--- src/hw/rtl/fa2p_pkg.sv ---
`default_nettype none

package fa2p_pkg;

   // magnitude of a 32-bit signed input, saturated
   localparam int MagWidth    = 31;
   localparam int InWidth     = 32;
   localparam int AngleWidth  = 19;
   localparam int CoefCount   = 6;
   localparam int RefFracBits = 16;
   localparam int Q30Bits     = 30;

   // pi and pi/2, Q2.30, truncated
   localparam longint unsigned PiQ30     = 64'd3373259426;
   localparam longint unsigned HalfPiQ30 = 64'd1686629713;

   // odd arctangent polynomial, Q16, highest order first
   localparam int Coef16 [CoefCount] = '{-883, 3767, -7946, 12821, -21823, 65536};

   typedef struct packed {
      logic swap;    // |y| > |x|
      logic x_neg;
      logic y_neg;
      logic zero;    // both inputs zero
   } octant_type;

   // rescale a Q16 coefficient, truncating toward zero
   function automatic longint scale_coef(input int c16, input int frac_bits);
      longint mag;
      logic   neg;
      neg = (c16 < 0);
      mag = neg ? -longint'(c16) : longint'(c16);
      if (frac_bits >= RefFracBits) begin
         mag = mag << (frac_bits - RefFracBits);
      end else begin
         mag = mag >> (RefFracBits - frac_bits);
      end
      return neg ? -mag : mag;
   endfunction

endpackage

`default_nettype wire

--- src/hw/rtl/fa2p_mac_stage.sv ---
`default_nettype none

module fa2p_mac_stage
   import fa2p_pkg::*;
#(
   parameter int FRAC_BITS = 16
)
(
   input  wire logic                        clock,
   input  wire logic                        reset,
   input  wire logic                        in_valid,
   input  wire logic signed [FRAC_BITS+1:0] in_a,
   input  wire logic [FRAC_BITS:0]          in_m,
   input  wire logic signed [FRAC_BITS+1:0] in_c,
   input  wire logic [2*FRAC_BITS+1:0]      in_side,
   input  wire octant_type                  in_oct,
   output logic                             out_valid,
   output logic signed [FRAC_BITS+1:0]      out_acc,
   output logic [2*FRAC_BITS+1:0]           out_side,
   output octant_type                       out_oct
);

   localparam int AccWidth  = FRAC_BITS + 2;
   localparam int ProdWidth = 2 * AccWidth;

   logic signed [ProdWidth-1:0] prod;
   logic signed [ProdWidth-1:0] shifted;
   logic signed [AccWidth-1:0]  acc_in, acc_ff;
   logic [2*FRAC_BITS+1:0]      side_ff;
   octant_type                  oct_ff;
   logic                        valid_ff;

   // a*m floored to the fraction width, then plus c
   always_comb begin
      prod    = in_a * $signed({1'b0, in_m});
      shifted = prod >>> FRAC_BITS;
      acc_in  = $signed(shifted[AccWidth-1:0]) + in_c;
   end

   always_ff @(posedge clock) begin
      if (reset) begin
         valid_ff <= 1'b0;
      end else begin
         valid_ff <= in_valid;
      end
      acc_ff  <= acc_in;
      side_ff <= in_side;
      oct_ff  <= in_oct;
   end

   assign out_valid = valid_ff;
   assign out_acc   = acc_ff;
   assign out_side  = side_ff;
   assign out_oct   = oct_ff;

endmodule

`default_nettype wire

--- config.mk ---
export PLATFORM = sky130hd
export DESIGN_NAME = fa2p_mac_stage
export DESIGN_NICKNAME = d
export VERILOG_FILES = /design/src/hw/rtl/fa2p_pkg.sv /design/src/hw/rtl/fa2p_mac_stage.sv
export SDC_FILE = /design/constraint.sdc
export NUM_CORES = 1
export LEC_CHECK = 0
export ABC_AREA = 1
export BUFFER_PORTS_ARGS = -buffer_cell sky130_fd_sc_hd__buf_2
export CAP_MARGIN = 20
export CORE_AREA = 2 2 185 132
export DETAILED_ROUTE_END_ITERATION = 8
export DIE_AREA = 0 0 187 134
export HOLD_SLACK_MARGIN = 0.12
export PLACE_DENSITY = 0.82
export SETUP_SLACK_MARGIN = 0.4
export SYNTH_ARGS = -nofsm -noshare
export SYNTH_HDL_FRONTEND = slang
export SYNTH_SLANG_ARGS = --single-unit
--- constraint.sdc ---
create_clock -name clock -period 12.2 [get_ports clock]
set_input_delay 2.44 -clock clock [delete_from_list [all_inputs] [get_ports clock]]
set_output_delay 2.44 -clock clock [all_outputs]
set_load 0.05 [all_outputs]
**Yosys cells after proc, flatten, opt, wreduce, memory -nomap -nowiden**

Cells that the tools add are included.

- $mul: 1
- Add/sub/neg operators: 1

Operators with widths:

| kind | number |
|---|---|
| $mul A18 B18 Y34 | 1 |
| $add A18 B18 Y18 | 1 |

- Word-level logic and storage cells: 9
- Input bits: 94
- Register bits after elaboration: 57

**Depth between registers and ports, before layout**

- Depth in word-level cells: 2
- Mapped depth: 36
- Depth with buffers taken out: 34

**Worst setup path after synthesis**

OpenSTA, ideal clock, no wires.

- Path type: input to register
- From: input port in_a[17]
- To: register acc_ff[17] (netlist: out_acc[17])
- Arrival: 8673 ps
- Buffers on the path: 2
- Library setup time: 112 ps
- Setup slack: 3414 ps
- Cell stages on the path: 30
- Data required time: 12088 ps
- Path through: buf_2 > buf_1 > nand2_1 > inv_1 > fa_1 > inv_1 > fa_1 > inv_2 > fa_1 > inv_1 > fa_1 > inv_1 > fa_1 > fa_1 > ha_1 > a21oi_1 > inv_1 > a31oi_1 > nor2_1 > a211oi_1 > nand2_1 > xor2_1 > ha_1 > inv_1 > nor3_1 > nand2_1 > o311ai_1 > inv_1 > nand2_1 > nand2_1

- Word-level cells in the longest chain between the ends: 2

Ends and longest elaborated chain:

| what | RTL line | text |
|---|---|---|
| from (decl) | fa2p_mac_stage.sv:12 | `input wire logic signed [FRAC_BITS+1:0] in_a,` |
| $mul A18 B18 Y34 | fa2p_mac_stage.sv:35 | `prod = in_a * $signed({1'b0, in_m});` |
| $add A18 B18 Y18 | fa2p_mac_stage.sv:37 | `acc_in = $signed(shifted[AccWidth-1:0]) + in_c;` |
| net acc_in[17] | fa2p_mac_stage.sv:28 | `logic signed [AccWidth-1:0] acc_in, acc_ff;` |
| to (signal assigned) | fa2p_mac_stage.sv:46 | `acc_ff <= acc_in;` |
| to (decl) | fa2p_mac_stage.sv:28 |  |

The timed path passes the listed nets, and every way through them passes these cells.
A chain may end at the register's enable or synchronous reset.

**Worst setup path after layout**

- From: input port in_m[3]
- To: register acc_ff[17] (netlist: out_acc[17])

- Word-level cells in the longest chain between the ends: 2

Ends and longest elaborated chain:

| what | RTL line | text |
|---|---|---|
| from (decl) | fa2p_mac_stage.sv:13 | `input wire logic [FRAC_BITS:0] in_m,` |
| $mul A18 B18 Y34 | fa2p_mac_stage.sv:35 |  |
| $add A18 B18 Y18 | fa2p_mac_stage.sv:37 |  |
| net acc_in[17] | fa2p_mac_stage.sv:28 |  |

The timed path passes the listed nets, and every way through them passes these cells.

==> flow_metrics.tcl <==
set metrics [dict create \
    synth_xor_area_share_pct 1.91 \
    min_period_ns 9.50 \
    ys_seq_area_share_pct 8.29 \
    synth_flop_cell "dfxtp_1" \
    met1_length_um 14000 \
    drv_slew 0 \
    synth-compound-area-share_pct 4.13 \
    cts_tree "yes" \
    dp_hpwl_um 28500 \
    route.detailed.drc 0 \
    yosysUniqueCellTypes 45 \
    avgSynthCellArea_um2 7.83 \
    startpoint_type "input pin" \
    io-pin-count 151 \
    wl_met2_um 16200 \
    cts_buffer_depth 2 \
    synth_edf_count 0 \
    slew_headroom_pct 61.5 \
    die_x_um 187 \
    postCtsSetupBuffers 0 \
    synth_area_mm2 0.0138 \
    postRouteAntennaNets 0 \
    grt_max_degree 21 \
    post_drt_wl_per_cell_um 15.9 \
    areaGrowthSynthToFinish_pct 9.04 \
    io_buffers 150 \
    yosysTopAreaCell "fa_1" \
    place.gp.congestion 0.980 \
    yosysWarnings 0 \
    endpoint_kind "flop" \
    drv_cap 0 \
    ctsResizeCount 0 \
    fill_cells 2014 \
    rsz0062_at_grt "false" \
    yosys.area_share.simple_pct 16.0 \
    synth_top_family_by_area "adder cells" \
    cp_max_fo 18 \
    core_mm2 0.0233 \
    wl_um 34600 \
    ys_seq_elements 57 \
    fin_nets 2342 \
    cts_hold_buffers 0 \
    postSynthNetCount 2250 \
    synth_fa_ha_area_share_pct 52.3 \
    vias 11200 \
    hold_violations 0 \
    crit_slowest_cell "fa_1" \
    cts_sinks 57 \
    hold_class "in -> reg" \
    start_util_pct 59.0 \
    syn_inst 1759 \
    drtPass1Iterations 6 \
    globalRoute.totalOverflow 0 \
    initialDrtViolationCount 882 \
    fp-row-count 47 \
    crit_path_max_incr_delay_ns 0.74 \
    fmax_mhz 105 \
    setup_viol 0 \
    grt_util_all_layers_pct 29.3 \
    htree_levels 3 \
    synth_top_area_share_pct 43.3 \
    cp_common_cell "nand2_1" \
    grt_antenna_before_repair 0 \
    muxShareOfSynthArea_pct 0 \
    n_antenna_cell 0 \
    worstMarginPinSlew_ns 0.573 \
    drive_gt1_share_pct 10.9 \
    crit_arrival_ns 9.71 \
    path_clk_slew_ns 0.05 \
    grt_first_pass_wirelength_um 58600 \
    fin_crit_sh_pct 77.8 \
    path_class "in -> reg" \
    cp_data_required_time_ns 12.41 \
    tns_ns 0 \
    grt_pass1_vias 12300 \
    highest_layer "met4" \
    drt-vias-per-instance 5.16 \
    status "complete, no violations" \
    wl_met3_um 3480 \
    cts_buffers 9 \
    die_area_mm2 0.0251 \
    ys_top_cells_by_area "fa_1 (43%), inv_1 (15%), nand2_1 (12%)" \
    cts-root-buf "clkbuf_16" \
    die_h_um 134 \
    async_reset_ff_share_pct 0 \
]
flip-flops by register name (all words and copies together) (netlist names):
signal     flops
out_acc       18
out_valid      1
out_side      34
out_oct        4
metrics by stage:
step	util [%]	cell area [um2]	setup WS [ns]	cells	hold WS, ns
finish	64.3	15000	2.70	2174	2.22
global route	64.3	15000	2.23	2174	2.21
CTS	64.3	15000	2.83	2174	2.21
detailed placement	62.7	14600	2.54	2158	2.54
global placement	62.7	14600	2.66	2158	2.54
floorplan	-	13800	3.41	1759	2.47
cell usage in the layout (no fill, tap or decap), types with 3 or more instances in the layout:
cell	Yosys	layout
bufinv_16	0	3
nand2_1	451	451
buf_2	1	150
nor2_1	37	37
a21o_1	6	6
o21ai_2	3	3
xnor2_1	6	6
o21ai_0	15	15
xor2_1	24	24
nand4_1	8	8
inv_1	554	554
inv_2	10	10
a21oi_2	3	3
nand2_2	8	8
nand3_2	3	3
o21ai_1	5	5
clkbuf_8	0	3
o21bai_1	4	4
fa_1	298	298
dfxtp_1	57	57
nor2_2	3	3
nand3_1	24	24
a21oi_1	47	47
clkbuf_16	0	9
ha_1	99	99
synth_stat cells (3+ instances only):
cell / n
a21oi_1: 47
nand3_2: 3
ha_1: 99
nand3_1: 24
inv_2: 10
o21ai_1: 5
nor2_2: 3
clkbuf_1: 62
xnor2_1: 6
o21ai_0: 15
a21oi_2: 3
nor2_1: 37
dfxtp_1: 57
nand2_1: 451
inv_1: 554
nand2_2: 8
xor2_1: 24
o21ai_2: 3
a21o_1: 6
fa_1: 298
nand4_1: 8
o21bai_1: 4
buf_1: 4
layout make-up:
class / count / area (um2) / area share (%)
Multi-Input combinational cell: 1068 / 10200 / 68.2
Inverter: 565 / 2120 / 14.1
Sequential cell: 57 / 1140 / 7.60
Timing Repair Buffer: 150 / 751 / 5.00
Tap cell: 318 / 398 / 2.65
Clock buffer: 12 / 267 / 1.78
Clock inverter: 4 / 97.6 / 0.650
metal layers:
metal / track usage (%) / vias up
met4: 8.73 / 0
met1: 38.8 / 5502
li1: - / 5114
met3: 6.57 / 89
met5: 0 / -
met2: 48.9 / 517
worst max-delay path, delay by kind of cell:
kind / cells / cell delay, ns
AND/OR/NAND/NOR: 11 / 1.59
AO/OA/AOI/OAI: 1 / 0.38
adder cells (fa/ha/maj): 8 / 4.25
buffers and inverters: 8 / 0.94
XOR/XNOR: 1 / 0.09
worst paths after layout:
| path | start | endpoint | slack [ns] | depth (start not counted) |
|---|---|---|---|---|
| worst min-delay path | in_side[28] | out_side[28] | 2.22 | 1 |
| worst max-delay path | in_m[3] | out_acc[17] | 2.70 | 29 |
kinds of logic after synthesis:
logic type	Yosys count
adder cells (fa/ha/maj)	397
flip-flops	57
XOR/XNOR	30
buffers and inverters	634
AO/OA/AOI/OAI	95
AND/OR/NAND/NOR	546
Power is not shown: default switching activity piles up to over one toggle a cycle in this logic, so the estimate is an artifact.
