## config.mk

```make
export PLATFORM = sky130hd
export DESIGN_NAME = fa2p_fold
export DESIGN_NICKNAME = d
export VERILOG_FILES = /design/src/hw/rtl/fa2p_pkg.sv /design/src/hw/rtl/fa2p_fold.sv
export SDC_FILE = /design/constraint.sdc
export NUM_CORES = 1
export LEC_CHECK = 0
export BUFFER_PORTS_ARGS = -buffer_cell sky130_fd_sc_hd__buf_2
export CAP_MARGIN = 20
export CORE_MARGIN = 10
export CORE_UTILIZATION = 45
export DETAILED_ROUTE_END_ITERATION = 16
export GPL_ROUTABILITY_DRIVEN = 0
export RECOVER_POWER = 25
export SLEW_MARGIN = 10
export SYNTH_ARGS = -nofsm -noshare
export SYNTH_HDL_FRONTEND = slang
export SYNTH_SLANG_ARGS = --single-unit
export TNS_END_PERCENT = 30
```

## constraint.sdc

```tcl
create_clock -name clock -period 13.25 [get_ports clock]
set_input_delay 0 -clock clock [delete_from_list [all_inputs] [get_ports clock]]
set_output_delay 0 -clock clock [all_outputs]
set_load 0.1 [all_outputs]
```

## src/hw/rtl/fa2p_pkg.sv

```systemverilog
`default_nettype none

package fa2p_pkg;

   // magnitude of a 32-bit signed input, saturated
   localparam int MagWidth    = 31;
   localparam int InWidth     = 32;
   localparam int AngleWidth  = 19;
   localparam int CoefCount   = 6;
   localparam int RefFracBits = 16;
   localparam int Q30Bits     = 30;

   // pi and pi/2, Q2.30, truncated
   localparam longint unsigned PiQ30     = 64'd3373259426;
   localparam longint unsigned HalfPiQ30 = 64'd1686629713;

   // odd arctangent polynomial, Q16, highest order first
   localparam int Coef16 [CoefCount] = '{-883, 3767, -7946, 12821, -21823, 65536};

   typedef struct packed {
      logic swap;    // |y| > |x|
      logic x_neg;
      logic y_neg;
      logic zero;    // both inputs zero
   } octant_type;

   // rescale a Q16 coefficient, truncating toward zero
   function automatic longint scale_coef(input int c16, input int frac_bits);
      longint mag;
      logic   neg;
      neg = (c16 < 0);
      mag = neg ? -longint'(c16) : longint'(c16);
      if (frac_bits >= RefFracBits) begin
         mag = mag << (frac_bits - RefFracBits);
      end else begin
         mag = mag >> (RefFracBits - frac_bits);
      end
      return neg ? -mag : mag;
   endfunction

endpackage

`default_nettype wire

```

## src/hw/rtl/fa2p_fold.sv

```systemverilog
`default_nettype none

module fa2p_fold
   import fa2p_pkg::*;
#(
   parameter int FRAC_BITS = 16
)
(
   input  wire logic                        clock,
   input  wire logic                        reset,
   input  wire logic                        in_valid,
   input  wire logic signed [FRAC_BITS+1:0] in_acc,
   input  wire logic [FRAC_BITS:0]          in_r,
   input  wire octant_type                  in_oct,
   output logic                             out_valid,
   output logic [AngleWidth-1:0]            out_angle
);

   localparam int AccWidth  = FRAC_BITS + 2;
   localparam int QuoWidth  = FRAC_BITS + 1;
   localparam int ProdWidth = 2 * AccWidth;
   localparam int ExtWidth  = (FRAC_BITS + 3 > AngleWidth) ? FRAC_BITS + 3 : AngleWidth;
   localparam longint unsigned PiFrac     = PiQ30 >> (Q30Bits - FRAC_BITS);
   localparam longint unsigned HalfPiFrac = HalfPiQ30 >> (Q30Bits - FRAC_BITS);
   localparam logic [ExtWidth-1:0] PiExt     = ExtWidth'(PiFrac);
   localparam logic [ExtWidth-1:0] HalfPiExt = ExtWidth'(HalfPiFrac);

   logic signed [ProdWidth-1:0] prod;
   logic [QuoWidth-1:0]         ang_in, ang_ff;
   octant_type                  oct_ff;
   logic                        va_ff;

   logic [ExtWidth-1:0]         base;
   logic [ExtWidth-1:0]         ang_ext;
   logic [ExtWidth-1:0]         sum;
   logic                        neg;
   logic [AngleWidth-1:0]       angle_in, angle_ff;
   logic                        vb_ff;

   // stage A: first-octant angle r * p(r^2), never negative
   always_comb begin
      prod   = $signed({1'b0, in_r}) * in_acc;
      ang_in = prod[FRAC_BITS+QuoWidth-1:FRAC_BITS];
   end

   always_ff @(posedge clock) begin
      if (reset) begin
         va_ff <= 1'b0;
      end else begin
         va_ff <= in_valid;
      end
      ang_ff <= ang_in;
      oct_ff <= in_oct;
   end

   // stage B: the three reflections fold into base +/- angle
   always_comb begin
      base = oct_ff.swap ? HalfPiExt : '0;
      if (oct_ff.x_neg) begin
         base = PiExt - base;
      end
      if (oct_ff.y_neg) begin
         base = '0 - base;
      end
      neg      = oct_ff.swap ^ oct_ff.x_neg ^ oct_ff.y_neg;
      ang_ext  = ExtWidth'(ang_ff);
      sum      = base + (ang_ext ^ {ExtWidth{neg}}) + ExtWidth'(neg);
      angle_in = oct_ff.zero ? '0 : sum[AngleWidth-1:0];
   end

   always_ff @(posedge clock) begin
      if (reset) begin
         vb_ff <= 1'b0;
      end else begin
         vb_ff <= va_ff;
      end
      angle_ff <= angle_in;
   end

   assign out_valid = vb_ff;
   assign out_angle = angle_ff;

endmodule

`default_nettype wire

```

Word-level counts from Yosys, hierarchy flattened
Index checks and enable logic that the tools add are counted.
- bits in registers: 42
- word-level logic and storage cells: 19
- bitwise operators: 3
- multiply operators: 1
- muxes and demuxes: 3
- add/sub/neg operators: 4
- operator list (cell ; number):
    19-bit two-way mux ; 2
    18-bit by 18-bit multiplier with 33-bit output ; 1
    19-bit by 1-bit adder with 19-bit output ; 1
    19-bit adder ; 1
    1-bit by 19-bit subtractor with 19-bit output, first input constant ; 1
    18-bit by 17-bit subtractor with 19-bit output, first input constant ; 1
    17-bit by 19-bit XOR with 19-bit output ; 1
    17-bit two-way mux ; 1
    1-bit XOR ; 2

Longest topological paths before layout
Gate-level depths: netlist of run 1.
- word-level depth: 7
- mapped depth: 22

Least setup slack after synthesis of run 1
Ideal clock, no wire load.
- kind: input -> register
- from: input in_r[15]
- to: register ang_ff[16]
- arrival time: 5.057 ns
- path slack: 8.073 ns
- stages on the path: 20
- buffers on the path: 1
- required time: 13.130 ns
- cells stage by stage: clkbuf_1 > and2_1 > fa_1 > inv_1 > fa_1 > fa_1 > inv_1 > fa_1 > fa_1 > inv_1 > fa_1 > inv_1 > ha_1 > nand2_2 > nor4_4 > o311ai_1 > a21oi_4 > o31ai_4 > and3_1 > a211o_1
- cells in the longest elaborated chain, start to end: 1
- ends and longest elaborated chain (item ; line ; text):
    start, declared ; fa2p_fold.sv:13 ; input wire logic [FRAC_BITS:0] in_r,
    18-bit by 18-bit multiplier with 33-bit output ; fa2p_fold.sv:42 ; prod = $signed({1'b0, in_r}) * in_acc;
    via prod[32] ; fa2p_fold.sv:28 ; logic signed [ProdWidth-1:0] prod;
    end signal, assigned ; fa2p_fold.sv:52 ; ang_ff <= ang_in;
    end, declared ; fa2p_fold.sv:29 ; logic [QuoWidth-1:0] ang_in, ang_ff;
The timed path passes the listed nets, and every way through them passes these cells.
A chain may end at the register's enable or synchronous reset.

Final worst setup path of run 1
- from: input in_acc[3]
- to: register ang_ff[7]
- cells in the longest elaborated chain, start to end: 1
- ends and longest elaborated chain (item ; line ; text):
    start, declared ; fa2p_fold.sv:12 ; input wire logic signed [FRAC_BITS+1:0] in_acc,
    18-bit by 18-bit multiplier with 33-bit output ; fa2p_fold.sv:42 ;
    via prod[23] ; fa2p_fold.sv:28 ;
The timed path passes the listed nets, and every way through them passes these cells.

==> impl_metrics.py, run 1 <==
metrics = {
    "timing": {
        "hold_viol_final": 0,
        "fmax_mhz": 184,
        "slew_headroom_pct": 21.7,
        "slew_violations": 0,
        "fin_crit_ps": 5450,
        "rsz0062_at_grt": "false",
        "fin_crit_sh_pct": 41.1,
        "tightestPinTransition_ps": 1180,
        "finalSetupViolCount": 0,
        "clock_skew_ps": 2.76,
        "tns_ps": 0,
    },
    "finish": {
        "final_area_sq_um": 12700,
        "drive_gt1_share_pct": 5.51,
        "area_growth_pct": 6.60,
        "finalNonFillerCells": 1697,
        "nNetsFinal": 1772,
        "n_antenna_cell": 0,
    },
    "hold_path": {
        "hp-start": "in_oct[0]",
        "hold_class": "in -> reg",
    },
    "synthesis": {
        "synth_top_area_share_pct": 40.4,
        "yosys.area_share.simple_pct": 18.0,
        "ys_ff_latch": 42,
        "synth_top_area_cell": "fa_1",
        "syn_nets": 1738,
        "synthArstFlopShare_pct": 0,
        "synthMuxAreaShare_pct": 0.179,
        "yosysSeqAreaShare_pct": 7.07,
        "synth_edf_count": 0,
        "synth.top_cells.by_count": "inv_1 (304), fa_1 (240), and2_1 (165), nand2_1 (142), ha_1 (129)",
        "netlist_area_sq_um": 11900,
        "yosys.cell_types.count": 55,
        "yosys.cell_count.top_type": "inv_1",
        "synthTopCellsByArea": "fa_1 (40%), ha_1 (14%), inv_1 (9.6%)",
        "ys_dominant_reg_cell": "dfxtp_1",
        "avgSynthCellArea_sq_um": 8.96,
        "syn_inst": 1327,
        "synth-xor-area-share_pct": 3.68,
        "synthAdderAreaFrac_pct": 54.0,
        "synth-compound-area-share_pct": 6.20,
        "synth_top_family_by_area": "adder cells",
        "yosys_warnings": 0,
    },
    "place": {
        "dp_hpwl_mm": 22.9,
        "dpl.cell_count": 1683,
        "place_area_sq_um": 12500,
        "portBuffers": 61,
    },
    "outcome": {
        "status": "finished clean",
    },
    "setup_path": {
        "cp-end-kind": "register",
        "critPathKind": "in -> reg",
        "cp.arrival_ps": 5610,
        "cp-startpoint": "in_acc[3]",
        "start_kind": "input pin",
        "critPathMaxFanout": 17,
        "worstPathRequired_ps": 13420,
        "timing.rr.start": "oct_ff[2]",
    },
    "route": {
        "wire_per_inst_um": 15.7,
        "top_layer": "met4",
        "avgViaCountPerCell": 5.01,
        "drt_iter0_drc": 391,
        "ant_nets": 0,
        "wl_met2_mm": 11.9,
        "drtPass1Iterations": 5,
        "via_count": 8494,
        "drc": 0,
        "m1WireLength_mm": 13.1,
        "drt-total-wl_mm": 26.7,
        "wl_met3_mm": 1.45,
    },
    "cts": {
        "cts_root_buf": "clkbuf_16",
        "path_clk_slew_ps": 60,
        "clkLatencyLatePin_ps": 280,
        "cts_buffer_depth": 2,
        "htree_levels": 2,
        "cts-resized-gates": 0,
        "clock-sinks": 42,
        "cts_tree": "yes",
        "cts_inserted_buffers": 5,
    },
    "grt": {
        "antenna_found_initial": 0,
        "grt_max_degree": 21,
        "grt_pass1_wl_mm": 44.5,
        "grt.total_usage_pct": 16.1,
        "overflow": 0,
        "grt_pass1_vias": 8919,
    },
    "floorplanning": {
        "initial_core_util_pct": 45.6,
        "die_y_um": 183,
        "core_area_sq_um": 26100,
        "die_x_um": 183,
        "io_pins": 62,
        "die_area_sq_um": 33300,
        "std_cell_rows": 59,
    },
    "flow_run": {
        "maxCapViolCount": 0,
    },
}
-- timing repair --
action,in CTS,in global routing
setup endpoints to repair,0,0
buffers inserted,0,0
hold buffers,6,0
hold endpoints to repair,6,0
-- state kept, by name (all words and copies together) (netlist names) --
name	count
ang_ff	17
oct_ff	4
va_ff	1
out_angle	19
out_valid	1
-- layout make-up --
class | count | area [sq um]
Tap cell | 335 | 419
Timing Repair Buffer | 67 | 353
Sequential cell | 42 | 841
Fill cell | 2534 | 13400
Inverter | 304 | 1140
Clock buffer | 5 | 125
Clock inverter | 3 | 40.0
Multi-Input combinational cell | 941 | 9750
-- cell usage in the layout (no fill, tap or decap), types with 5 or more instances in the layout --
cell,n
dfxtp_1,42
a21o_1,17
fa_1,240
a31oi_1,5
clkbuf_1,10
and2_1,165
nand3_1,7
nor3_1,9
dlygate4sd3_1,6
o21ai_0,14
clkbuf_16,5
xnor2_1,33
buf_2,51
nand2b_1,17
nor2b_1,9
ha_1,129
o21a_1,6
a211oi_1,6
nand2_1,142
xor2_1,17
inv_1,304
a21oi_1,25
nor2_1,46
-- stage by stage --
stage | hold WS, ps | utilization (%) | worst slack (ps)
CTS | 344 | 48.7 | 7850
detailed placement | 105 | 47.8 | 7530
global route | 364 | 48.6 | 7540
floorplan | 27.7 | - | 8070
finish | 353 | 48.6 | 7800
global placement | 104 | 47.8 | 7630
-- final timing paths --
check / slack, ps / depth (start not counted) / end
worst min-delay path: 350 / 2 / oct_ff[0]
worst max-delay path: 7800 / 19 / ang_ff[7]
worst max register to register: 9300 / 12 / out_angle[16]
worst min register to register: 440 / 1 / out_valid
-- layer usage --
layer	track usage [%]	vias up
met5	0	-
met4	2.28	0
met3	2.20	15
met2	25.6	188
met1	23.2	4253
li1	-	4038
-- cells by family after synthesis --
logic type	after synthesis
compound gates	104
xor+xnor	50
flops	42
simple gates	416
mux	2
fa+ha+maj	369
buf+inv	344
-- critical path, cell delays in order --
cell and delay (ps):
buf_2 320, nand2_1 140, fa_1 540, fa_1 520, fa_1 520, inv_1 50, fa_1 490, fa_1 490
inv_1 50, fa_1 490, inv_1 50, ha_1 320, a21o_1 220, a21o_1 190, a21oi_1 170, nor3_1 90
o41ai_1 640, nand2_1 140, xor2_1 160
Power of run 1 is left out: the tool's default activity adds up to more than one toggle a clock period on the data nets, which glitch-free logic cannot reach.
==> run 2, diff against run 1 <==
ABC_AREA = 1   (was not set)
clock period = 5.22 ns   (was 13.25 ns; I/O delays follow)
==> impl_metrics.py, run 2 <==
metrics = {
    "setup_path": {
        "worstPathRequired_ps": 5420,
        "cpMostUsedCell": "fa_1",
        "cp.arrival_ps": 5110,
        "timing.rr.start": "oct_ff[2]",
        "r2r-end": "out_angle[14]",
        "reg2regPathDepth": 13,
        "cp-end-kind": "register",
        "ff2ff_setup_slack_ps": 1950,
        "cp_cell_sequence": "buf_2 -> nand2_1 -> fa_1 -> fa_1 -> fa_1 -> inv_1 -> fa_1 -> fa_1 -> inv_1 -> fa_1 -> inv_1 -> ha_1 -> nand2_1 -> nor2_1 -> nand2_1 -> o21ai_0 -> xor2_1",
        "critPathMaxFanout": 18,
        "critPathKind": "in -> reg",
        "slowest_stage": "fa_1",
        "crit_path_max_incr_delay_ps": 540,
        "start_kind": "input pin",
    },
    "place": {
        "place_area_sq_um": 13800,
        "portBuffers": 61,
        "dp_hpwl_mm": 28.5,
        "dpl.cell_count": 2223,
    },
    "grt": {
        "grt_pass1_vias": 11646,
        "grt.total_usage_pct": 19.0,
        "grt_max_degree": 19,
        "antenna_found_initial": 0,
        "overflow": 0,
        "grt_pass1_wl_mm": 56.5,
    },
    "hold_path": {
        "hold_class": "in -> reg",
        "hp-start": "in_oct[3]",
        "hold_depth": 2,
        "hold_end": "oct_ff[3]",
    },
    "synthesis": {
        "yosysSeqAreaShare_pct": 6.46,
        "netlist_area_sq_um": 13000,
        "syn_nets": 2229,
        "synthTopCellsByArea": "fa_1 (37%), inv_1 (16%), nand2_1 (14%)",
        "yosys.cell_types.count": 32,
        "ys_dominant_reg_cell": "dfxtp_1",
        "avgSynthCellArea_sq_um": 7.16,
        "yosys_warnings": 0,
        "synth_top_area_share_pct": 36.9,
        "synth.top_cells.by_count": "inv_1 (545), nand2_1 (489), fa_1 (240), ha_1 (129), nor2_1 (86)",
        "syn_inst": 1818,
        "synth_top_area_cell": "fa_1",
        "yosys.cell_count.top_type": "inv_1",
        "ys_ff_latch": 42,
        "synth_edf_count": 0,
        "synthArstFlopShare_pct": 0,
    },
    "timing": {
        "fmax_mhz": 204,
        "tns_ps": 0,
        "fin_hold_ws_ps": 343,
        "fin_crit_sh_pct": 94.1,
        "clock_skew_ps": 4.01,
        "fin_crit_ps": 4910,
        "hold_viol_final": 0,
        "tightestPinTransition_ps": 1170,
        "rsz0062_at_grt": "false",
        "finalSetupViolCount": 0,
        "slew_headroom_pct": 22.4,
        "slew_violations": 0,
    },
    "cts": {
        "cts_buffer_depth": 2,
        "cts_tree": "yes",
        "cts_inserted_buffers": 5,
        "clock-sinks": 42,
        "path_clk_slew_ps": 60,
        "htree_levels": 2,
        "cts_root_buf": "clkbuf_16",
        "clkLatencyLatePin_ps": 290,
        "cts-resized-gates": 0,
    },
    "finish": {
        "area_growth_pct": 7.55,
        "final_common_cell": "inv_1",
        "final_area_sq_um": 14000,
        "drive_gt1_share_pct": 5.99,
        "nNetsFinal": 2263,
        "mostFrequentLayoutCells": "inv_1 (545), nand2_1 (489), fa_1 (240)",
        "finalNonFillerCells": 2237,
        "n_antenna_cell": 0,
        "largest_reg_flops": 19,
    },
    "route": {
        "drc": 0,
        "ant_nets": 0,
        "drt-total-wl_mm": 32.6,
        "via_count": 10650,
        "drt_iter0_drc": 641,
        "avgViaCountPerCell": 4.76,
        "wire_per_inst_um": 14.6,
        "drtPass1Iterations": 5,
    },
    "floorplanning": {
        "die_area_sq_um": 36100,
        "std_cell_rows": 62,
        "die_x_um": 190,
        "initial_core_util_pct": 45.5,
        "core_area_sq_um": 28600,
        "die_y_um": 190,
        "io_pins": 62,
    },
    "flow_run": {
        "maxCapViolCount": 0,
    },
    "outcome": {
        "status": "finished clean",
    },
}
==> run 2: cell types whose count changed in the layout (fill, tap and decap cells not counted), sizes merged, moves of 32 or more <==
cell / delta
a21oi: +32
and2: -165
buf: +35
inv: +243
nand2: +346
nand3: +39
nor2: +40
==> run 2: how the worst max path moves through the flow <==
stage              from        end  slack [ps]  depth (start not counted)
2_1_floorplan   in_r[7]  ang_ff[5]         270                         24
3_3_place_gp   in_r[13]  ang_ff[2]         -60                         17
3_5_place_dp   in_r[13]  ang_ff[2]          10                         17
4_1_cts        in_r[13]  ang_ff[2]         310                         17
5_1_grt        in_r[13]  ang_ff[5]          50                         21
6_report       in_r[13]  ang_ff[2]         310                         17
==> run 2: through the flow <==
stage	util [%]	setup slack, ps
floorplan	-	275
global placement	48.1	-59.1
detailed placement	48.1	11.9
CTS	49.0	305
global route	48.9	51.3
finish	48.9	308
==> run 2: routing by layer <==
layer  track usage [%]  share of wire (%)  vias up
li1                  -                  -     5234
met4              2.96                1.3        0
met5                 0                  0        -
met2              34.0                 49      279
met1              24.5                 44     5099
met3              2.31                5.4       38
==> run 2: timing repair <==
item                                    in CTS  in global routing
hold buffers                                 6                  0
setup buffers                                0                  0
endpoints found under the hold margin        6                  0
endpoints found under the setup margin       0                  0
==> run 2: layout make-up <==
cell class | count | area [sq um]
clock buffer | 5 | 125
clock inverter | 3 | 68.8
fill | 2936 | 14600
inverter | 547 | 2060
multi-input combinational | 1155 | 9830
sequential | 42 | 841
tap | 384 | 480
timing repair buffer | 101 | 609
==> run 2: critical path: cells and delay by family <==
kind | cells | cell delay (ps)
buffers and inverters | 4 | 520
and+or+nand+nor | 4 | 700
AOI/OAI and AO/OA | 1 | 260
adders and majority gates | 7 | 3410
xor gates and xnor gates | 1 | 230
==> run 2: cells by family (layout without fill, tap and decap cells) <==
family          count (synthesis)  in the layout  share of synthesized area, %
flops                          42             42                          6.46
buf+inv                       621            656                          18.1
compound gates                108            108                          4.64
xor+xnor                       26             26                          1.75
simple gates                  652            652                          19.8
fa+ha+maj                     369            369                          49.3
Power of run 2 is left out for the same reason.
