===== src/hw/rtl/fa2p_pkg.sv =====
`default_nettype none

package fa2p_pkg;

   // magnitude of a 32-bit signed input, saturated
   localparam int MagWidth    = 31;
   localparam int InWidth     = 32;
   localparam int AngleWidth  = 19;
   localparam int CoefCount   = 6;
   localparam int RefFracBits = 16;
   localparam int Q30Bits     = 30;

   // pi and pi/2, Q2.30, truncated
   localparam longint unsigned PiQ30     = 64'd3373259426;
   localparam longint unsigned HalfPiQ30 = 64'd1686629713;

   // odd arctangent polynomial, Q16, highest order first
   localparam int Coef16 [CoefCount] = '{-883, 3767, -7946, 12821, -21823, 65536};

   typedef struct packed {
      logic swap;    // |y| > |x|
      logic x_neg;
      logic y_neg;
      logic zero;    // both inputs zero
   } octant_type;

   // rescale a Q16 coefficient, truncating toward zero
   function automatic longint scale_coef(input int c16, input int frac_bits);
      longint mag;
      logic   neg;
      neg = (c16 < 0);
      mag = neg ? -longint'(c16) : longint'(c16);
      if (frac_bits >= RefFracBits) begin
         mag = mag << (frac_bits - RefFracBits);
      end else begin
         mag = mag >> (RefFracBits - frac_bits);
      end
      return neg ? -mag : mag;
   endfunction

endpackage

`default_nettype wire


===== src/hw/rtl/fa2p_prep.sv =====
`default_nettype none

module fa2p_prep
   import fa2p_pkg::*;
(
   input  wire logic                       clock,
   input  wire logic                       reset,
   input  wire logic                       in_valid,
   input  wire logic signed [InWidth-1:0]  in_y,
   input  wire logic signed [InWidth-1:0]  in_x,
   output logic                            out_valid,
   output logic [MagWidth-1:0]             out_big,
   output logic [MagWidth-1:0]             out_small,
   output octant_type                      out_oct
);

   logic signed [InWidth-1:0] neg_y;
   logic signed [InWidth-1:0] neg_x;
   logic [MagWidth-1:0]       ay_in, ax_in;
   logic [MagWidth-1:0]       ay_ff, ax_ff;
   logic                      yneg_ff, xneg_ff;
   logic                      v1_ff;

   logic                      swap;
   octant_type                oct_in, oct_ff;
   logic [MagWidth-1:0]       big_in, small_in, big_ff, small_ff;
   logic                      v2_ff;

   // stage 1: magnitudes, most negative value saturates
   always_comb begin
      neg_y = -in_y;
      neg_x = -in_x;
      ay_in = in_y[InWidth-1] ? (neg_y[InWidth-1] ? '1 : neg_y[MagWidth-1:0])
                              : in_y[MagWidth-1:0];
      ax_in = in_x[InWidth-1] ? (neg_x[InWidth-1] ? '1 : neg_x[MagWidth-1:0])
                              : in_x[MagWidth-1:0];
   end

   always_ff @(posedge clock) begin
      if (reset) begin
         v1_ff <= 1'b0;
      end else begin
         v1_ff <= in_valid;
      end
      ay_ff   <= ay_in;
      ax_ff   <= ax_in;
      yneg_ff <= in_y[InWidth-1];
      xneg_ff <= in_x[InWidth-1];
   end

   // stage 2: order the magnitudes
   always_comb begin
      swap         = (ay_ff > ax_ff);
      big_in       = swap ? ay_ff : ax_ff;
      small_in     = swap ? ax_ff : ay_ff;
      oct_in.swap  = swap;
      oct_in.x_neg = xneg_ff;
      oct_in.y_neg = yneg_ff;
      oct_in.zero  = ((ay_ff | ax_ff) == '0);
   end

   always_ff @(posedge clock) begin
      if (reset) begin
         v2_ff <= 1'b0;
      end else begin
         v2_ff <= v1_ff;
      end
      big_ff   <= big_in;
      small_ff <= small_in;
      oct_ff   <= oct_in;
   end

   assign out_valid = v2_ff;
   assign out_big   = big_ff;
   assign out_small = small_ff;
   assign out_oct   = oct_ff;

endmodule

`default_nettype wire


===== config.mk =====
export PLATFORM = sky130hd
export DESIGN_NAME = fa2p_prep
export DESIGN_NICKNAME = d
export VERILOG_FILES = /design/src/hw/rtl/fa2p_pkg.sv /design/src/hw/rtl/fa2p_prep.sv
export SDC_FILE = /design/constraint.sdc
export NUM_CORES = 1
export LEC_CHECK = 0
export BUFFER_PORTS_ARGS = -buffer_cell sky130_fd_sc_hd__buf_2
export CAP_MARGIN = 20
export CORE_UTILIZATION = 28
export DETAILED_ROUTE_END_ITERATION = 10
export PLACE_DENSITY = 0.5
export SYNTH_ARGS = -nofsm -noshare
export SYNTH_HDL_FRONTEND = slang
export SYNTH_SLANG_ARGS = --single-unit

===== constraint.sdc =====
create_clock -name clock -period 2.5 [get_ports clock]
set_clock_uncertainty 0.15 [all_clocks]
set_input_delay 0.125 -clock clock [delete_from_list [all_inputs] [get_ports clock]]
set_output_delay 0.125 -clock clock [all_outputs]
set_load 0.02 [all_outputs]

Word-level counts from Yosys, hierarchy flattened

Index checks and enable logic that the tools add are counted.

Register bits after elaboration: 132
Input bits: 67
Logic and storage cells: 23
Output and inout port bits: 67

Muxes and demuxes: 6
Add/subtract/negate cells: 2
Bitwise logic cells: 1
Reduce and logical (&&, ||, !) cells: 1
Order comparisons: 1

Operators with widths:

| kind             | count |
|---|---|
| $mux 31          | 6 |
| $neg 32->32      | 2 |
| $gt 31x31->1     | 1 |
| $logic_not 31->1 | 1 |
| $or 31x31->31    | 1 |

Depth between registers and ports, before layout

Gate-level depths: netlist of run 1.

Depth after elaboration: 3
Depth in mapped cells: 10
Mapped depth without buffers: 8

Worst setup path after synthesis of run 1

OpenSTA, ideal clock, no wires.

Kind: register -> register
Start: register ay_ff[29]
End: register big_ff[10] (netlist: out_big[10])
Slack: -125 ps
Buffers on the path: 2
Required time: 2278 ps
Arrival time: 2403 ps
Cell stages (with the launch flop): 11
Library setup time: 72 ps
Period minus slack after synthesis: 2625 ps
Cell sequence: dfxtp_1 -> inv_1 -> ha_1 -> nor4_1 -> nand4_1 -> nor4_1 -> o31ai_1 -> a22oi_1 -> buf_2 -> buf_2 -> mux2i_1

Cells in the longest elaborated chain, start to end: 2

RTL lines:

| element                  | line            | RTL |
|---|---|---|
| start: declaration       | fa2p_prep.sv:20 | `logic [MagWidth-1:0] ay_ff, ax_ff;` |
| start signal: assignment | fa2p_prep.sv:45 | `ay_ff <= ay_in;` |
| $gt 31x31->1             | fa2p_prep.sv:53 | `swap = (ay_ff > ax_ff);` |
| $mux 31                  | fa2p_prep.sv:54 | `big_in = swap ? ay_ff : ax_ff;` |
| net big_in[10]           | fa2p_prep.sv:26 | `logic [MagWidth-1:0] big_in, small_in, big_ff, small_ff;` |
| end signal: assignment   | fa2p_prep.sv:68 | `big_ff <= big_in;` |
| end: declaration         | fa2p_prep.sv:26 |  |

The timed path passes the listed nets, and every way through them passes these cells.
A chain may end at the register's enable or synchronous reset.

Final worst setup path of run 1

Start: register ax_ff[14]
End: register big_ff[4] (netlist: out_big[4])

Cells in the longest elaborated chain, start to end: 2

RTL lines:

| element                  | line            | RTL |
|---|---|---|
| start: declaration       | fa2p_prep.sv:20 |  |
| start signal: assignment | fa2p_prep.sv:46 | `ax_ff <= ax_in;` |
| $gt 31x31->1             | fa2p_prep.sv:53 |  |
| $mux 31                  | fa2p_prep.sv:54 |  |
| net big_in[4]            | fa2p_prep.sv:26 |  |

The timed path passes the listed nets, and every way through them passes these cells.

==> results of run 1 <==
[worst paths after layout]
kind	from	to	slack, ps
max	ax_ff[14]	out_big[4]	-40
min	in_x[15]	ax_ff[16]	0.6
max reg2reg	ax_ff[14]	out_big[4]	-40
min reg2reg	yneg_ff	out_oct[1]	180
[layer usage]
layer,part of all wire [%],up-vias,track usage [%]
met2,48,118,25.87
met1,47,2520,20.75
li1,-,2841,-
met5,0,-,0
met3,3.7,14,2.995
met4,0.90,0,6.220
[worst max-delay path: cells and delay by family (launching register included)]
kind | cells | cell delay, ps
buffers and inverters | 4 | 740
AO/OA/AOI/OAI | 3 | 430
AND/OR/NAND/NOR | 2 | 410
flip-flops | 1 | 300
adder cells (fa/ha/maj) | 1 | 230
multiplexers | 1 | 190
[final cells by class]
| cell class | count | area (µm²) | share of cell area (%) |
|---|---|---|---|
| multi-input combinational | 427 | 3540 | 35.86 |
| clock inverter | 9 | 172.7 | 1.749 |
| clock buffer | 23 | 488.0 | 4.943 |
| timing repair buffer | 308 | 2372 | 24.03 |
| tap | 280 | 350.3 | 3.549 |
| inverter | 79 | 296.5 | 3.004 |
| sequential | 132 | 2653 | 26.87 |
[what timing repair did]
item,in CTS,in global routing
buffers inserted,4,2
endpoints found under the setup margin,63,94
hold buffers,75,0
gates cloned,1,5
pin swaps,7,1
hold endpoints to repair,65,0
gates resized for setup,24,32
[report_power, final]
part           switching [mW]  internal (mW)  total (mW)
Sequential              0.126           2.42        2.55
Clock                   0.922           1.87        2.79
Combinational            1.02          0.944        1.96
Total                    2.07           5.24        7.31
[registers in the layout (all words and copies together), names as in the netlist]
signal / cells
yneg_ff: 1
ay_ff: 31
out_oct: 4
ax_ff: 31
out_big: 31
out_small: 31
out_valid: 1
xneg_ff: 1
v1_ff: 1
[metrics by stage]
step | hold slack, ps | utilization [%]
CTS | 0.5917 | 43.68
global route | 25.33 | 44.96
finish | 0.6019 | 44.96
floorplan | 2.717 | -
global placement | 159.2 | 36.27
detailed placement | 155.1 | 36.27
[Yosys cell counts (all sizes together)]
cell type,instances
dfxtp,132
inv,79
nand2,75
ha,64
mux2i,63
xor2,47
o21ai,25
o31ai,20
nor2,17
nor4,14
buf,13
or3,12
a21oi,11
nand4,11
nor2b,10
nand3,9
clkbuf,8
nor3,7
o41ai,7
a31oi,5
and3,4
or2,4
or4,4
o21a,3
a21boi,2
mux2,2
o21bai,2
or4b,2
xnor2,2
a22oi,1
and4,1
nand4bb,1
nor3b,1
o31a,1
[cell families after synthesis]
family,share of synthesized area [%]
AND/OR/NAND/NOR,14.06
flip-flops,41.89
buffers and inverters,6.406
AO/OA/AOI/OAI,7.794
multiplexers,10.35
adder cells (fa/ha/maj),12.69
XOR/XNOR,6.803
==> reports/summary.txt, run 1 <==
Status: finished, violations left
Violated checks: DRC, setup timing
Row count: 54
Fin. max-slew vios: 0
Starting DRT DRC Count: 229
DRC: 14
Drt wl/cell: 14.60 µm
Worst path required time: 2700 ps
Largest cells by area after synthesis: dfxtp_1, ha_1, mux2i_1, xor2_1, inv_1
Hold Path Depth: 4
Share of layout cells above drive strength 1: 32.41%
Hold Path Class: in2reg
Vias: 5493
Total power: 7.305 mW
Worst skew pair latency: 420 ps
Synthesized instance count: 659
H-tree levels: 4
Design area: 9872 µm²
Crit path largest cell delay: 300 ps
Syn Area/Cell: 9.573 µm²
DR vias/cell: 4.366
Vias in the first global route: 5445
Routed wire length: 18.37 mm
# fillers: 2146
Initial antenna violation count: 0
Die area: 23130 µm²
Leading cell type in the layout, fill and taps excluded: buf_2
# IOs: 134
CTS tree: yes
Critical path's slowest cell: dfxtp_1
Worst-path maximum fanout: 9
Final GP Congestion: 0.7835
Count of cell types in the netlist: 42
Mapped Area: 6309 µm²
TNS Setup: -408.9 ps
Clock sinks: 132
Max Cap Viol: 0
Post-synth top area share: 41.89%
Setup violators final: 29
Inserted Clock Buffers: 17
Cell accounting for the most synthesized area: dfxtp_1
N_diodes: 0
First drt pass iteration count: 7
Antenna Nets Post-Route: 0
Clk slew on worst S/H paths: 60 ps
Post-detail-place hpwl: 13.59 mm
Die height: 152.1 µm
Slew HR: 73.66%
Tmin final: 2538 ps
Commonest non-fill, non-tap cells in the layout: buf_2, dfxtp_1, buf_4
Power density cells: 740.0 nW/µm²
Deepest clock path buffer count: 2
Layout Nets: 1096
Non-Filler Instances: 1258
VDD IR max: 379.5 µV
Final worst slack: -37.81 ps
Total track usage: 15.90%
Area after DPL: 7964 µm²
Initial Utilization: 28.73%
Worst slew pin tran: 391.5 ps
Layout area overhead: 56.49%
Ys Warns: 0
Fin. Hold Viols: 0
Seq/Total Area, Yosys: 41.89%
Die width: 152.1 µm
GRT Residual Overflow: 0
Global-route wire length before repair: 28.41 mm
Critical setup path kind: reg2reg
Syn nets: 790
Buffers added on ports: 133
Critical Path AT: 2740 ps
Fmax: 0.3940 GHz
Largest net degree at the start of global routing: 35
FF-to-FF path depth: 11
Crit-path cells: inv_1 > ha_4 > nor4_2 > buf_4 > nand3_2 > a31oi_4 > o31ai_1 > a22oi_2 > buf_6 > clkbuf_16 > mux2i_1
DP Worst Slack: -289.4 ps
Period utilization: 101.5%
Placed insts: 1139
Kind of end point of the critical path: flip-flop
RSZ-0062 raised after global routing: yes
Total core area: 21960 µm²
Clk root buf: clkbuf_16
Register bit total from synthesis: 132
CP Launch Type: flip-flop
Leak: 4.848 nW
Note: power is estimated with default switching activity, not from simulation.
==> run 2: changes to the inputs <==
--- a/config.mk
+++ b/config.mk
@@ -6,4 +6,5 @@
 export NUM_CORES = 1
 export LEC_CHECK = 0
+export ABC_AREA = 1
 export BUFFER_PORTS_ARGS = -buffer_cell sky130_fd_sc_hd__buf_2
 export CAP_MARGIN = 20
==> constraint.sdc (replaced) <==
create_clock -name clock -period 2.5 [get_ports clock]
set_clock_uncertainty 0.15 [all_clocks]
set_input_delay 0.375 -clock clock [delete_from_list [all_inputs] [get_ports clock]]
set_output_delay 0.375 -clock clock [all_outputs]
set_load 0.02 [all_outputs]
==> run 2 against run 1 <==
Net effect: the run now ends clean; final cell count increased by 19%; via count increased by 20%; final area decreased by 11%; critical path depth increased by 1; wire length increased by 13%; global-route usage increased by 0.42 points; area after synthesis increased by 14%; first-iteration DRC count increased by 68%; worst hold slack improved by 15 ps; register-to-register slack improved by 260 ps; largest cell class unchanged.
==> reports/summary.txt, run 2 <==
Status: finished, final reports clean
First drt pass iteration count: 7 (unchanged)
Post-synth top area share: 36.72% (-5.2 points)
GRT Residual Overflow: 0 (unchanged)
RSZ-0062 raised after global routing: no
Largest net degree at the start of global routing: 64 (+83%)
Routed wire length: 20.71 mm (+13%)
Starting DRT DRC Count: 384 (+68%)
Synthesized instance count: 1020 (+55%)
Hold Path End: ax_ff[0]
Layout Nets: 1286 (+17%)
Antenna Nets Post-Route: 0 (unchanged)
Tmin final: 2278 ps (-260.2 ps)
Inserted Clock Buffers: 17 (unchanged)
Clock sinks: 132 (unchanged)
Buf/Inv on CP: 2 (-2)
Share of layout cells above drive strength 1: 18.41% (-14 points)
Ys async rst share: 0% (unchanged)
Vias in the first global route: 6196 (+14%)
DRC: 0 (-14)
Kind of end point of the critical path: flip-flop
Commonest non-fill, non-tap cells in the layout: nand2_1, nand3_1, inv_1
Drt wl/cell: 13.82 µm (-5.4%)
TNS Setup: 0 ps (+408.9 ps)
Initial antenna violation count: 2 (+2)
Cell with the most instances after synthesis: nand2_1
Worst path required time: 2720 ps (+20 ps)
CTS tree: yes
Most frequent cells after synthesis: nand2_1, nand3_1, inv_1, dfxtp_1, nor2_1
Final GP Congestion: 0.8721 (+11%)
Count of cell types in the netlist: 39 (-7.1%)
Critical Path AT: 2500 ps (-240 ps)
Deepest clock path buffer count: 2 (unchanged)
Reg2reg end: out_big[26]
Family with the most delay on the worst path: simple AND/OR/NAND/NOR gates
Seq/Total Area, Yosys: 36.72% (-5.2 points)
Post-synth EDFFs: 0 (unchanged)
VDD IR max: 441.2 µV (+16%)
Mapped Area: 7197 µm² (+14%)
# IOs: 134 (unchanged)
Reg2reg setup slack: 220 ps (+260 ps)
Row count: 58 (+7.4%)
Area after DPL: 8184 µm² (+2.8%)
Hold Path Depth: 3 (-1)
Ys flop type: dfxtp_1
Syn nets: 1151 (+46%)
DR vias/cell: 4.401 (+0.79%)
Die area: 26350 µm² (+14%)
Vias: 6597 (+20%)
Fmax: 0.4391 GHz (+11%)
R2r startpoint: ax_ff[12]
Crit-path cells: inv_1 > ha_1 > nor2_1 > nand2_1 > nor2_2 > nand2_1 > nand2_1 > nand2_1 > nand2_4 > buf_6 > nand3_1 > nand2_1
Clk slew on worst S/H paths: 60 ps (about the same)
# fillers: 2722 (+27%)
Die height: 162.3 µm (+6.7%)
Fin. max-slew vios: 0 (unchanged)
Leading cell type in the layout, fill and taps excluded: nand2_1
Die width: 162.3 µm (+6.7%)
Buffers added on ports: 133 (unchanged)
Largest cells by area after synthesis: dfxtp_1, nand2_1, nand3_1, ha_1, inv_1
Global-route wire length before repair: 32.65 mm (+15%)
Util after Layout: 34.99% (-10 points)
Cell accounting for the most synthesized area: dfxtp_1
Hold path startpoint: in_x[0]
Design area: 8811 µm² (-11%)
Total track usage: 16.32% (+0.42 points)
Hold Path Class: in2reg
Most used cell, CP: nand2_1
Max Cap Viol: 0 (unchanged)
Leak: 4.761 nW (-1.8%)
CP Launch Type: flip-flop
Worst skew pair latency: 420 ps (about the same)
H-tree levels: 4 (unchanged)
Worst-path maximum fanout: 22 (+13)
Setup violators final: 0 (-100%)
Slew HR: 61.22% (-12 points)
Non-Filler Instances: 1499 (+19%)
Initial Utilization: 28.58% (-0.15 points)
Register bit total from synthesis: 132 (unchanged)
Post-detail-place hpwl: 16.56 mm (+22%)
Critical path's slowest cell: dfxtp_1
Total power: 6.504 mW (-11%)
Critical setup path kind: reg2reg
Placed insts: 1463 (+28%)
Layout area overhead: 22.43%
FF-to-FF path depth: 12 (+1)
Total core area: 25180 µm² (+15%)
Worst slew pin tran: 576.4 ps (+184.9 ps)
WP depth: 12 (+1)
Period utilization: 91.11% (-10 points)
Clk root buf: clkbuf_16
Ys Warns: 0 (unchanged)
Power density cells: 738.2 nW/µm² (-0.24%)
Syn Area/Cell: 7.056 µm² (-26%)
Fin. Hold Viols: 0 (unchanged)
Crit path largest cell delay: 430 ps (+130 ps)
## run 2: cell count changes after synthesis, moves of 10 or more
cell / previous run / this run
xor2_1: 47 / 8
nor2b_1: 10 / 0
nand4_1: 10 / 20
nand2_1: 75 / 268
nor2_1: 17 / 70
mux2i_1: 63 / 0
nor2_2: 0 / 10
nand3_1: 9 / 168
o31ai_1: 20 / 2
inv_1: 79 / 145
or3_1: 12 / 1
## run 2: cell families (layout without fill, tap and decap cells)
| kind of cell | Yosys count | count (layout) | share of synthesized area [%] |
|---|---|---|---|
| AO/OA/AOI/OAI | 53 | 53 | 4.085 |
| buffers and inverters | 183 | 330 | 10.57 |
| adder cells (fa/ha/maj) | 64 | 64 | 11.13 |
| flip-flops | 132 | 132 | 36.72 |
| XOR/XNOR | 8 | 8 | 0.9736 |
| AND/OR/NAND/NOR | 580 | 581 | 36.53 |
| other | 0 | 1 | 0 |
## run 2: report_power, final
part	internal, mW	switching, mW
registers	2.41	0.157
clock network	1.52	0.934
logic	0.512	0.972
total	4.44	2.06
## run 2: stage by stage
step | worst slack, ps | hold slack [ps]
after global placement | 144.4 | 164.0
after global routing | 0.8182 | 32.60
after detailed placement | 134.3 | 162.1
final | 222.4 | 15.99
after CTS | 124.3 | 0.6940
after floorplan | 543.3 | 159.6
## run 2: timing repair
item                       in CTS  in global routing
setup endpoints to repair       0                 62
hold endpoints to repair        2                  0
buffers inserted                0                  0
gates resized for setup         0                  5
hold buffers                    2                  0
## run 2: routing by layer
metal | GRT usage (%) | up-vias | part of all wire, %
li1 | - | 3509 | -
met1 | 22.29 | 2926 | 50
met2 | 25.82 | 139 | 45
met3 | 2.835 | 21 | 4.3
met4 | 5.403 | 2 | 1.3
met5 | 0 | - | 0.063
## run 2: layout make-up
type | count | area, µm² | area share (%)
clock buffers | 24 | 471.7 | 5.354
inverters | 151 | 566.8 | 6.433
diodes | 1 | 2.502 | 0.02840
flip-flops and latches | 132 | 2644 | 30.01
well taps | 330 | 412.9 | 4.686
repair buffers | 147 | 795.8 | 9.032
clock inverters | 8 | 101.3 | 1.150
multi-input cells | 706 | 3816 | 43.31
## run 2: worst max-delay path by stage
stage / startpoint / endpoint
floorplan: ay_ff[22] / out_big[0]
global placement: ax_ff[4] / out_small[26]
detailed placement: ay_ff[6] / out_small[26]
CTS: ay_ff[6] / out_small[26]
global route: ax_ff[12] / out_small[16]
finish: ax_ff[12] / out_big[26]
## run 2: worst register-to-register path: stages, from the launching register on
cell and delay [ps]:
dfxtp_1 430, inv_1 100, ha_1 290, nor2_1 120, nand2_1 80, nor2_2 200, nand2_1 80, nand2_1 70
nand2_1 80, nand2_4 160, buf_6 220, nand3_1 150, nand2_1 90
